File: config.mk
export PLATFORM = sky130hd
export DESIGN_NAME = efrs_cell
export DESIGN_NICKNAME = d
export VERILOG_FILES = /design/src/hw/rtl/efrs_cell.sv
export SDC_FILE = /design/constraint.sdc
export NUM_CORES = 1
export LEC_CHECK = 0
export BUFFER_PORTS_ARGS = -buffer_cell sky130_fd_sc_hd__buf_2
export CORE_MARGIN = 1.5
export CORE_UTILIZATION = 44
export CTS_BUF_LIST = sky130_fd_sc_hd__clkbuf_16
export DETAILED_ROUTE_END_ITERATION = 16
export PLACE_DENSITY = 0.76
export RECOVER_POWER = 50
export SYNTH_ARGS = -nofsm -noshare
export SYNTH_HDL_FRONTEND = slang
export SYNTH_SLANG_ARGS = --single-unit
File: constraint.sdc
create_clock -name clk_i -period 2.67 [get_ports clk_i]
set_input_delay 0.4005 -clock clk_i [delete_from_list [all_inputs] [get_ports clk_i]]
set_output_delay 0.4005 -clock clk_i [all_outputs]
set_load 0.02 [all_outputs]
File: src/hw/rtl/efrs_cell.sv
// one resource cell: holds finish time and use count, refines the passing scan packet
module efrs_cell #(
  parameter int unsigned IDX_W      = 4,
  parameter int unsigned CW         = 5,
  parameter int unsigned TIME_BITS  = 48,
  parameter int unsigned COUNT_BITS = 16
) (
  input  logic                  clk_i,
  input  logic                  rst_ni,
  input  logic [IDX_W-1:0]      idx_i,
  input  logic [CW-1:0]         n_i,
  input  logic [TIME_BITS-1:0]  start_i,
  input  logic                  wr_en_i,
  input  logic [IDX_W-1:0]      wr_idx_i,
  input  logic [TIME_BITS-1:0]  wr_finish_i,
  input  logic [COUNT_BITS-1:0] wr_uses_i,
  input  logic                  pv_i,
  input  logic                  found_i,
  input  logic [IDX_W-1:0]      free_idx_i,
  input  logic [COUNT_BITS-1:0] free_uses_i,
  input  logic [IDX_W-1:0]      early_idx_i,
  input  logic [TIME_BITS-1:0]  early_fin_i,
  input  logic [COUNT_BITS-1:0] early_uses_i,
  output logic                  pv_o,
  output logic                  found_o,
  output logic [IDX_W-1:0]      free_idx_o,
  output logic [COUNT_BITS-1:0] free_uses_o,
  output logic [IDX_W-1:0]      early_idx_o,
  output logic [TIME_BITS-1:0]  early_fin_o,
  output logic [COUNT_BITS-1:0] early_uses_o
);

  logic [TIME_BITS-1:0]  finish_q;
  logic [COUNT_BITS-1:0] uses_q;
  logic                  pv_q;
  logic                  found_q;
  logic [IDX_W-1:0]      free_idx_q;
  logic [COUNT_BITS-1:0] free_uses_q;
  logic [IDX_W-1:0]      early_idx_q;
  logic [TIME_BITS-1:0]  early_fin_q;
  logic [COUNT_BITS-1:0] early_uses_q;

  logic active;
  logic take_free;
  logic take_early;

  assign active     = CW'(idx_i) < n_i;
  assign take_free  = active && !found_i && (finish_q <= start_i);
  assign take_early = active && ((idx_i == '0) || (finish_q < early_fin_i));

  always_ff @(posedge clk_i or negedge rst_ni) begin
    if (!rst_ni) begin
      finish_q <= '0;
      uses_q   <= '0;
    end else if (wr_en_i && (wr_idx_i == idx_i)) begin
      finish_q <= wr_finish_i;
      uses_q   <= wr_uses_i;
    end
  end

  always_ff @(posedge clk_i or negedge rst_ni) begin
    if (!rst_ni) begin
      pv_q <= 1'b0;
    end else begin
      pv_q <= pv_i;
    end
  end

  always_ff @(posedge clk_i) begin
    found_q      <= found_i || take_free;
    free_idx_q   <= take_free ? idx_i : free_idx_i;
    free_uses_q  <= take_free ? uses_q : free_uses_i;
    early_idx_q  <= take_early ? idx_i : early_idx_i;
    early_fin_q  <= take_early ? finish_q : early_fin_i;
    early_uses_q <= take_early ? uses_q : early_uses_i;
  end

  assign pv_o         = pv_q;
  assign found_o      = found_q;
  assign free_idx_o   = free_idx_q;
  assign free_uses_o  = free_uses_q;
  assign early_idx_o  = early_idx_q;
  assign early_fin_o  = early_fin_q;
  assign early_uses_o = early_uses_q;

endmodule

==> results_dict.tcl, run 1 <==
set metrics [dict create \
    status "finished with violations" \
    violations "capacitance limit, slew limit, setup timing" \
    grt_start_max_net_pins 66 \
    finalWorstSetupSlack_ns -0.135 \
    syn_nets 1021 \
    htree_levels 4 \
    r2r_slack_ns -0.14 \
    setup_viol 83 \
    grt_usage_pct 24.4 \
    clk_pin_slew_worst_paths_ns 0.07 \
    fin_crit_ns 2.81 \
    clkLatencyLatePin_ns 0.43 \
    power_leakage_nw 5.86 \
    post-place-cells 1294 \
    dp_hpwl_mm 17.7 \
    fin_nets 1419 \
    slew_violations 66 \
    syn-cell-area_um2 7930 \
    fin_skew_ns 0.0123 \
    worstMarginPinSlew_ns 1.79 \
    power.density_nw_per_um2 1030 \
    grt_pass1_vias 6946 \
    rows 48 \
    critical_path_arrival_ns 3.12 \
    cts.sinks 154 \
    via_per_inst 4.98 \
    syn_area_per_cell_um2 11.3 \
    yosys_register_bits 154 \
    final-hold-violation-count 0 \
    synth_edf_count 0 \
    synth_cells 705 \
    ant_nets 0 \
    die_area_um2 18800 \
    grt_pass1_wl_mm 34.8 \
    synth_cell_type_count 46 \
    drc_errors 0 \
    cap_violations 1 \
    drive_above_1_share_pct 49.6 \
    coreArea_um2 17500 \
    ys_warn_count 0 \
    vdd_drop_max_v 0.000554 \
    cts_tree "built" \
    wl_mm 23.3 \
    postSynth.topFlopCell "dfxtp_1" \
    cts_buffers 17 \
    hp-class "in2reg" \
    finalCoreUtilization_pct 64.3 \
    whs_ns 0.0799 \
    slew_headroom_pct -19.3 \
    worstPathRequired_ns 2.98 \
    finalCritPeriodShare_pct 105 \
    io_pins 308 \
    grt.overflow.total 0 \
    fin_tns_setup_ns -5.73 \
    stdcell_count 1344 \
    place_ws_ns -0.360 \
    rsz0062_at_grt "true" \
    dr.pass1.iters 4 \
    numPortBuffers 307 \
    root_buffer "clkbuf_16" \
    ys_seq_area_share_pct 43.0 \
    initial_utilization_pct 45.4 \
    async_flop_share_pct 42.2 \
    gp_congestion 0.862 \
    grt_antenna_before_repair 4 \
    total_power_mw 11.5 \
    clock.fmax_ghz 0.356 \
    critPathMaxFanout 11 \
    postPlaceCellArea_um2 10300 \
    cts_buffer_depth 2 \
    vias 6688 \
    drt_iter0_markers 206 \
    post_drt_wl_per_cell_um 17.3 \
    die_w_um 137 \
    final_area_um2 11200 \
    die_h_um 137 \
    area_growth_pct 41.6 \
    timing.critical_path.from_type "register" \
    end_kind "register" \
    path_class "reg2reg" \
]
state kept, by name (all words and copies together), names as in the netlist:
name	flops
early_fin_o	48
finish_q	48
early_uses_o	16
free_uses_o	16
uses_q	16
early_idx_o	4
free_idx_o	4
found_o	1
pv_o	1
area by class of cell:
cell class                 count  area [µm²]
fill                        1428        6240
multi-input combinational    433        4250
sequential                   154        3410
timing repair buffer         396        2310
clock buffer                  17         425
inverter                     101         379
tap                          225         282
clock inverter                15         183
antenna                        3        7.51
worst paths after layout:
check,end,cells after the start,start
hold / removal,pv_o$_DFF_PN0_,1,pv_i
setup / recovery,early_fin_o[21]$_DFF_P_,9,finish_q[47]$_DFFE_PN0P_
setup reg to reg,early_fin_o[21]$_DFF_P_,9,finish_q[47]$_DFFE_PN0P_
hold reg to reg,free_uses_o[7]$_DFF_P_,1,uses_q[7]$_DFFE_PN0P_
min in group asynchronous,finish_q[29]$_DFFE_PN0P_,1,rst_ni
max in group asynchronous,finish_q[4]$_DFFE_PN0P_,1,rst_ni
synthesized netlist by cell type (6+ instances only):
| cell | instances | share of area (%) |
|---|---|---|
| ha_1 | 98 | 15 |
| nand2_1 | 29 | 1.4 |
| inv_1 | 101 | 4.8 |
| o21ai_0 | 17 | 1.1 |
| buf_2 | 6 | 0.38 |
| a211oi_1 | 6 | 0.57 |
| a221oi_1 | 7 | 0.77 |
| nand4_1 | 21 | 1.7 |
| nand3_1 | 8 | 0.50 |
| nor2_1 | 13 | 0.62 |
| mux2_2 | 122 | 17 |
| dfrtp_1 | 65 | 21 |
| dfxtp_1 | 89 | 22 |
| a21o_1 | 9 | 0.85 |
| clkbuf_1 | 9 | 0.43 |
| mux2_4 | 20 | 3.8 |
| a21oi_1 | 31 | 2.0 |
power breakdown:
group / internal (mW) / switching [mW] / total, mW
clock: 1.41 / 1.10 / 2.51
combinational: 2.64 / 2.59 / 5.23
sequential: 3.26 / 0.527 / 3.79
total: 7.31 / 4.21 / 11.5
per-layer routing:
metal | global-route usage (%) | part of all wire [%] | vias up
li1 | - | - | 3294
met1 | 27.3 | 40 | 3095
met2 | 44.3 | 50 | 253
met3 | 6.29 | 7.0 | 42
met4 | 9.24 | 2.5 | 4
met5 | 0 | 0.13 | -
cell families after synthesis:
| family | share of synthesized area (%) |
|---|---|
| flops | 43.0 |
| xor+xnor | 0.442 |
| mux | 21.8 |
| fa+ha+maj | 15.5 |
| buf+inv | 5.87 |
| simple gates | 6.48 |
| compound gates | 6.99 |
repair_timing:
action	in CTS	in global routing
pin swaps	9	10
buffers inserted	7	5
setup endpoints to repair	85	85
hold buffers	0	0
cloned	2	1
gates resized for setup	12	14
critical path: stages, from the launching register on:
cell	delay, ns
dfrtp_1	0.42
ha_1	0.34
nand4_1	0.18
or4_4	0.63
nand3b_1	0.19
a21oi_2	0.16
nor3_4	0.07
buf_6	0.14
bufbuf_16	0.28
mux2_2	0.26
layout by cell type (no fill, tap or decap), types with 5 or more instances in the layout:
| cell | instances |
|---|---|
| nand2_1 | 29 |
| o21ai_0 | 13 |
| ha_1 | 92 |
| a21oi_1 | 29 |
| dfxtp_1 | 89 |
| buf_2 | 260 |
| buf_4 | 78 |
| nor2_1 | 13 |
| clkinv_4 | 6 |
| mux2_4 | 20 |
| clkbuf_16 | 18 |
| buf_12 | 7 |
| dfrtp_1 | 65 |
| mux2_2 | 122 |
| a21o_1 | 9 |
| inv_1 | 101 |
| nand4_1 | 21 |
| ha_4 | 6 |
| clkbuf_1 | 46 |
| mux2_1 | 5 |
| nand3_1 | 8 |
Note: power is estimated with default switching activity, not from simulation.
==> run 2: changes to the inputs <==
--- a/config.mk
+++ b/config.mk
@@ -12,6 +12,7 @@
 export DETAILED_ROUTE_END_ITERATION = 16
 export PLACE_DENSITY = 0.76
 export RECOVER_POWER = 50
+export SKIP_LAST_GASP = 1
 export SYNTH_ARGS = -nofsm -noshare
 export SYNTH_HDL_FRONTEND = slang
 export SYNTH_SLANG_ARGS = --single-unit
==> results_dict.tcl, run 2 (synthesized netlist as in run 1, its figures left out) <==
set metrics [dict create \
    die_area_um2 18800 \
    fin_skew_ns 0.0138 \
    swShare_pct 36.5 \
    initial_utilization_pct 45.4 \
    root_buffer "clkbuf_16" \
    cts_buffers 17 \
    grt_antenna_before_repair 4 \
    place_ws_ns -0.360 \
    critical_path_arrival_ns 3.15 \
    fin_nets 1429 \
    p_comb_share_pct 46.7 \
    cts_buffer_depth 2 \
    cts.sinks 154 \
    ant_nets 0 \
    grt.overflow.total 0 \
    p_sw_mw 4.31 \
    via_per_inst 4.99 \
    fin_crit_ns 2.84 \
    worstMarginPinSlew_ns 1.81 \
    cts_tree "built" \
    pwr-share-clk_pct 21.2 \
    gp_congestion 0.862 \
    numPortBuffers 307 \
    slowest_stage "dfrtp_1" \
    area_growth_pct 44.2 \
    crit_top_cell "a21oi_2" \
    vias 6750 \
    clk_pin_slew_worst_paths_ns 0.07 \
    power_leakage_nw 5.94 \
    whs_endpoint "pv_o$_DFF_PN0_" \
    slowest_delay_ns 0.41 \
    crit_chain "buf_4 > ha_1 > a21oi_2 > o21ai_2 > a221oi_2 > o211a_1 > a21oi_2 > nor3_4 > buf_6 > bufbuf_16 > mux2_2" \
    finalCritPeriodShare_pct 106 \
    slew_violations 66 \
    final_common_cell "buf_2" \
    dp_hpwl_mm 17.7 \
    drt_iter0_markers 231 \
    rsz0062_at_grt "true" \
    timing.critical_path.from_type "register" \
    rr_worst_depth 11 \
    hp-class "in2reg" \
    wl_mm 23.9 \
    stdcell_count 1354 \
    whs_ns 0.0798 \
    fin_tns_setup_ns -8.80 \
    rows 48 \
    hold_depth 1 \
    min_from "pv_i" \
    drc_errors 0 \
    post-place-cells 1294 \
    coreArea_um2 17500 \
    die_w_um 137 \
    reg2reg_from "finish_q[33]$_DFFE_PN0P_" \
    drive_above_1_share_pct 50.3 \
    finalWorstSetupSlack_ns -0.168 \
    pwr-share-seq_pct 32.1 \
    grt_pass1_wl_mm 34.8 \
    post_drt_wl_per_cell_um 17.6 \
    setup_viol 84 \
    grt_pass1_vias 6946 \
    p_int_mw 7.51 \
    die_h_um 137 \
    violations "capacitance limit, slew limit, setup timing" \
    end_kind "register" \
    htree_levels 4 \
    clock.fmax_ghz 0.352 \
    path_class "reg2reg" \
    clkLatencyLatePin_ns 0.42 \
    power.density_nw_per_um2 1030 \
    critPathMaxFanout 9 \
    dr.pass1.iters 4 \
    r2r-end "early_fin_o[0]$_DFF_P_" \
    grt_start_max_net_pins 66 \
    slew_headroom_pct -20.4 \
    final-hold-violation-count 0 \
    io_pins 308 \
    status "finished with violations" \
    grt_usage_pct 24.4 \
    vdd_drop_max_v 0.000558 \
    layout_common_cells "260 x buf_2, 122 x mux2_2, 101 x inv_1, 90 x ha_1, 89 x dfxtp_1" \
    worstPathRequired_ns 2.98 \
    cap_violations 1 \
    r2r_slack_ns -0.17 \
]
run 2: cell type report:
cell class	instances	area (µm²)
Antenna cell	3	7.51
Timing Repair Buffer	406	2490
Inverter	101	379
Clock inverter	15	183
Tap cell	225	282
Multi-Input combinational cell	433	4270
Sequential cell	154	3410
Clock buffer	17	425
Fill cell	1396	6040
run 2: worst max path at each step:
stage               cells past startpoint                       to  slack, ns                startpoint
global placement                       11  early_fin_o[33]$_DFF_P_      -0.30           early_fin_i[45]
detailed placement                     11  free_uses_o[12]$_DFF_P_      -0.36               start_i[43]
global route                           11  free_uses_o[13]$_DFF_P_      -0.26  finish_q[39]$_DFFE_PN0P_
finish                                 11   early_fin_o[0]$_DFF_P_      -0.17  finish_q[33]$_DFFE_PN0P_
floorplan                               9    free_idx_o[0]$_DFF_P_      0.006               start_i[11]
CTS                                    10  free_uses_o[12]$_DFF_P_      -0.11  finish_q[34]$_DFFE_PN0P_
run 2: routing by layer:
metal	global-route usage (%)	wire, µm	part of all wire (%)	vias up
met5	0	24	0.10	-
met4	9.24	492	2.1	4
met3	6.29	1690	7.1	34
met2	44.3	12200	51	251
met1	27.3	9530	40	3143
li1	-	-	-	3318
run 2: through the flow:
stage               area [µm²]  util (%)  total power, mW
floorplan                 7970         -             6.68
detailed placement       10300      59.2             8.71
CTS                      11100      63.7             11.5
finish                   11400      65.5             11.8
global route             11400      65.4             12.5
global placement         10300      59.2             8.56
run 2: critical path, delay by kind of cell (launching register included):
kind | cells | cell delay [ns]
buffers and inverters | 3 | 0.65
AND/OR/NAND/NOR | 1 | 0.23
adder cells (fa/ha/maj) | 1 | 0.31
AO/OA/AOI/OAI | 5 | 0.80
multiplexers | 1 | 0.33
flip-flops | 1 | 0.41
run 2: what timing repair did:
action,in CTS,in global routing
cloned,2,6
pin swaps,9,13
setup endpoints to repair,85,85
gates resized for setup,10,23
setup buffers,7,10
hold buffers,0,0
run 2: power by group through the flow:
stage,clock [mW],combinational [mW],sequential (mW)
after floorplan,0,2.25,4.43
after global placement,0,4.78,3.78
after detailed placement,0,4.90,3.81
after CTS,2.56,5.16,3.77
after global routing,2.66,5.99,3.89
final,2.51,5.51,3.79
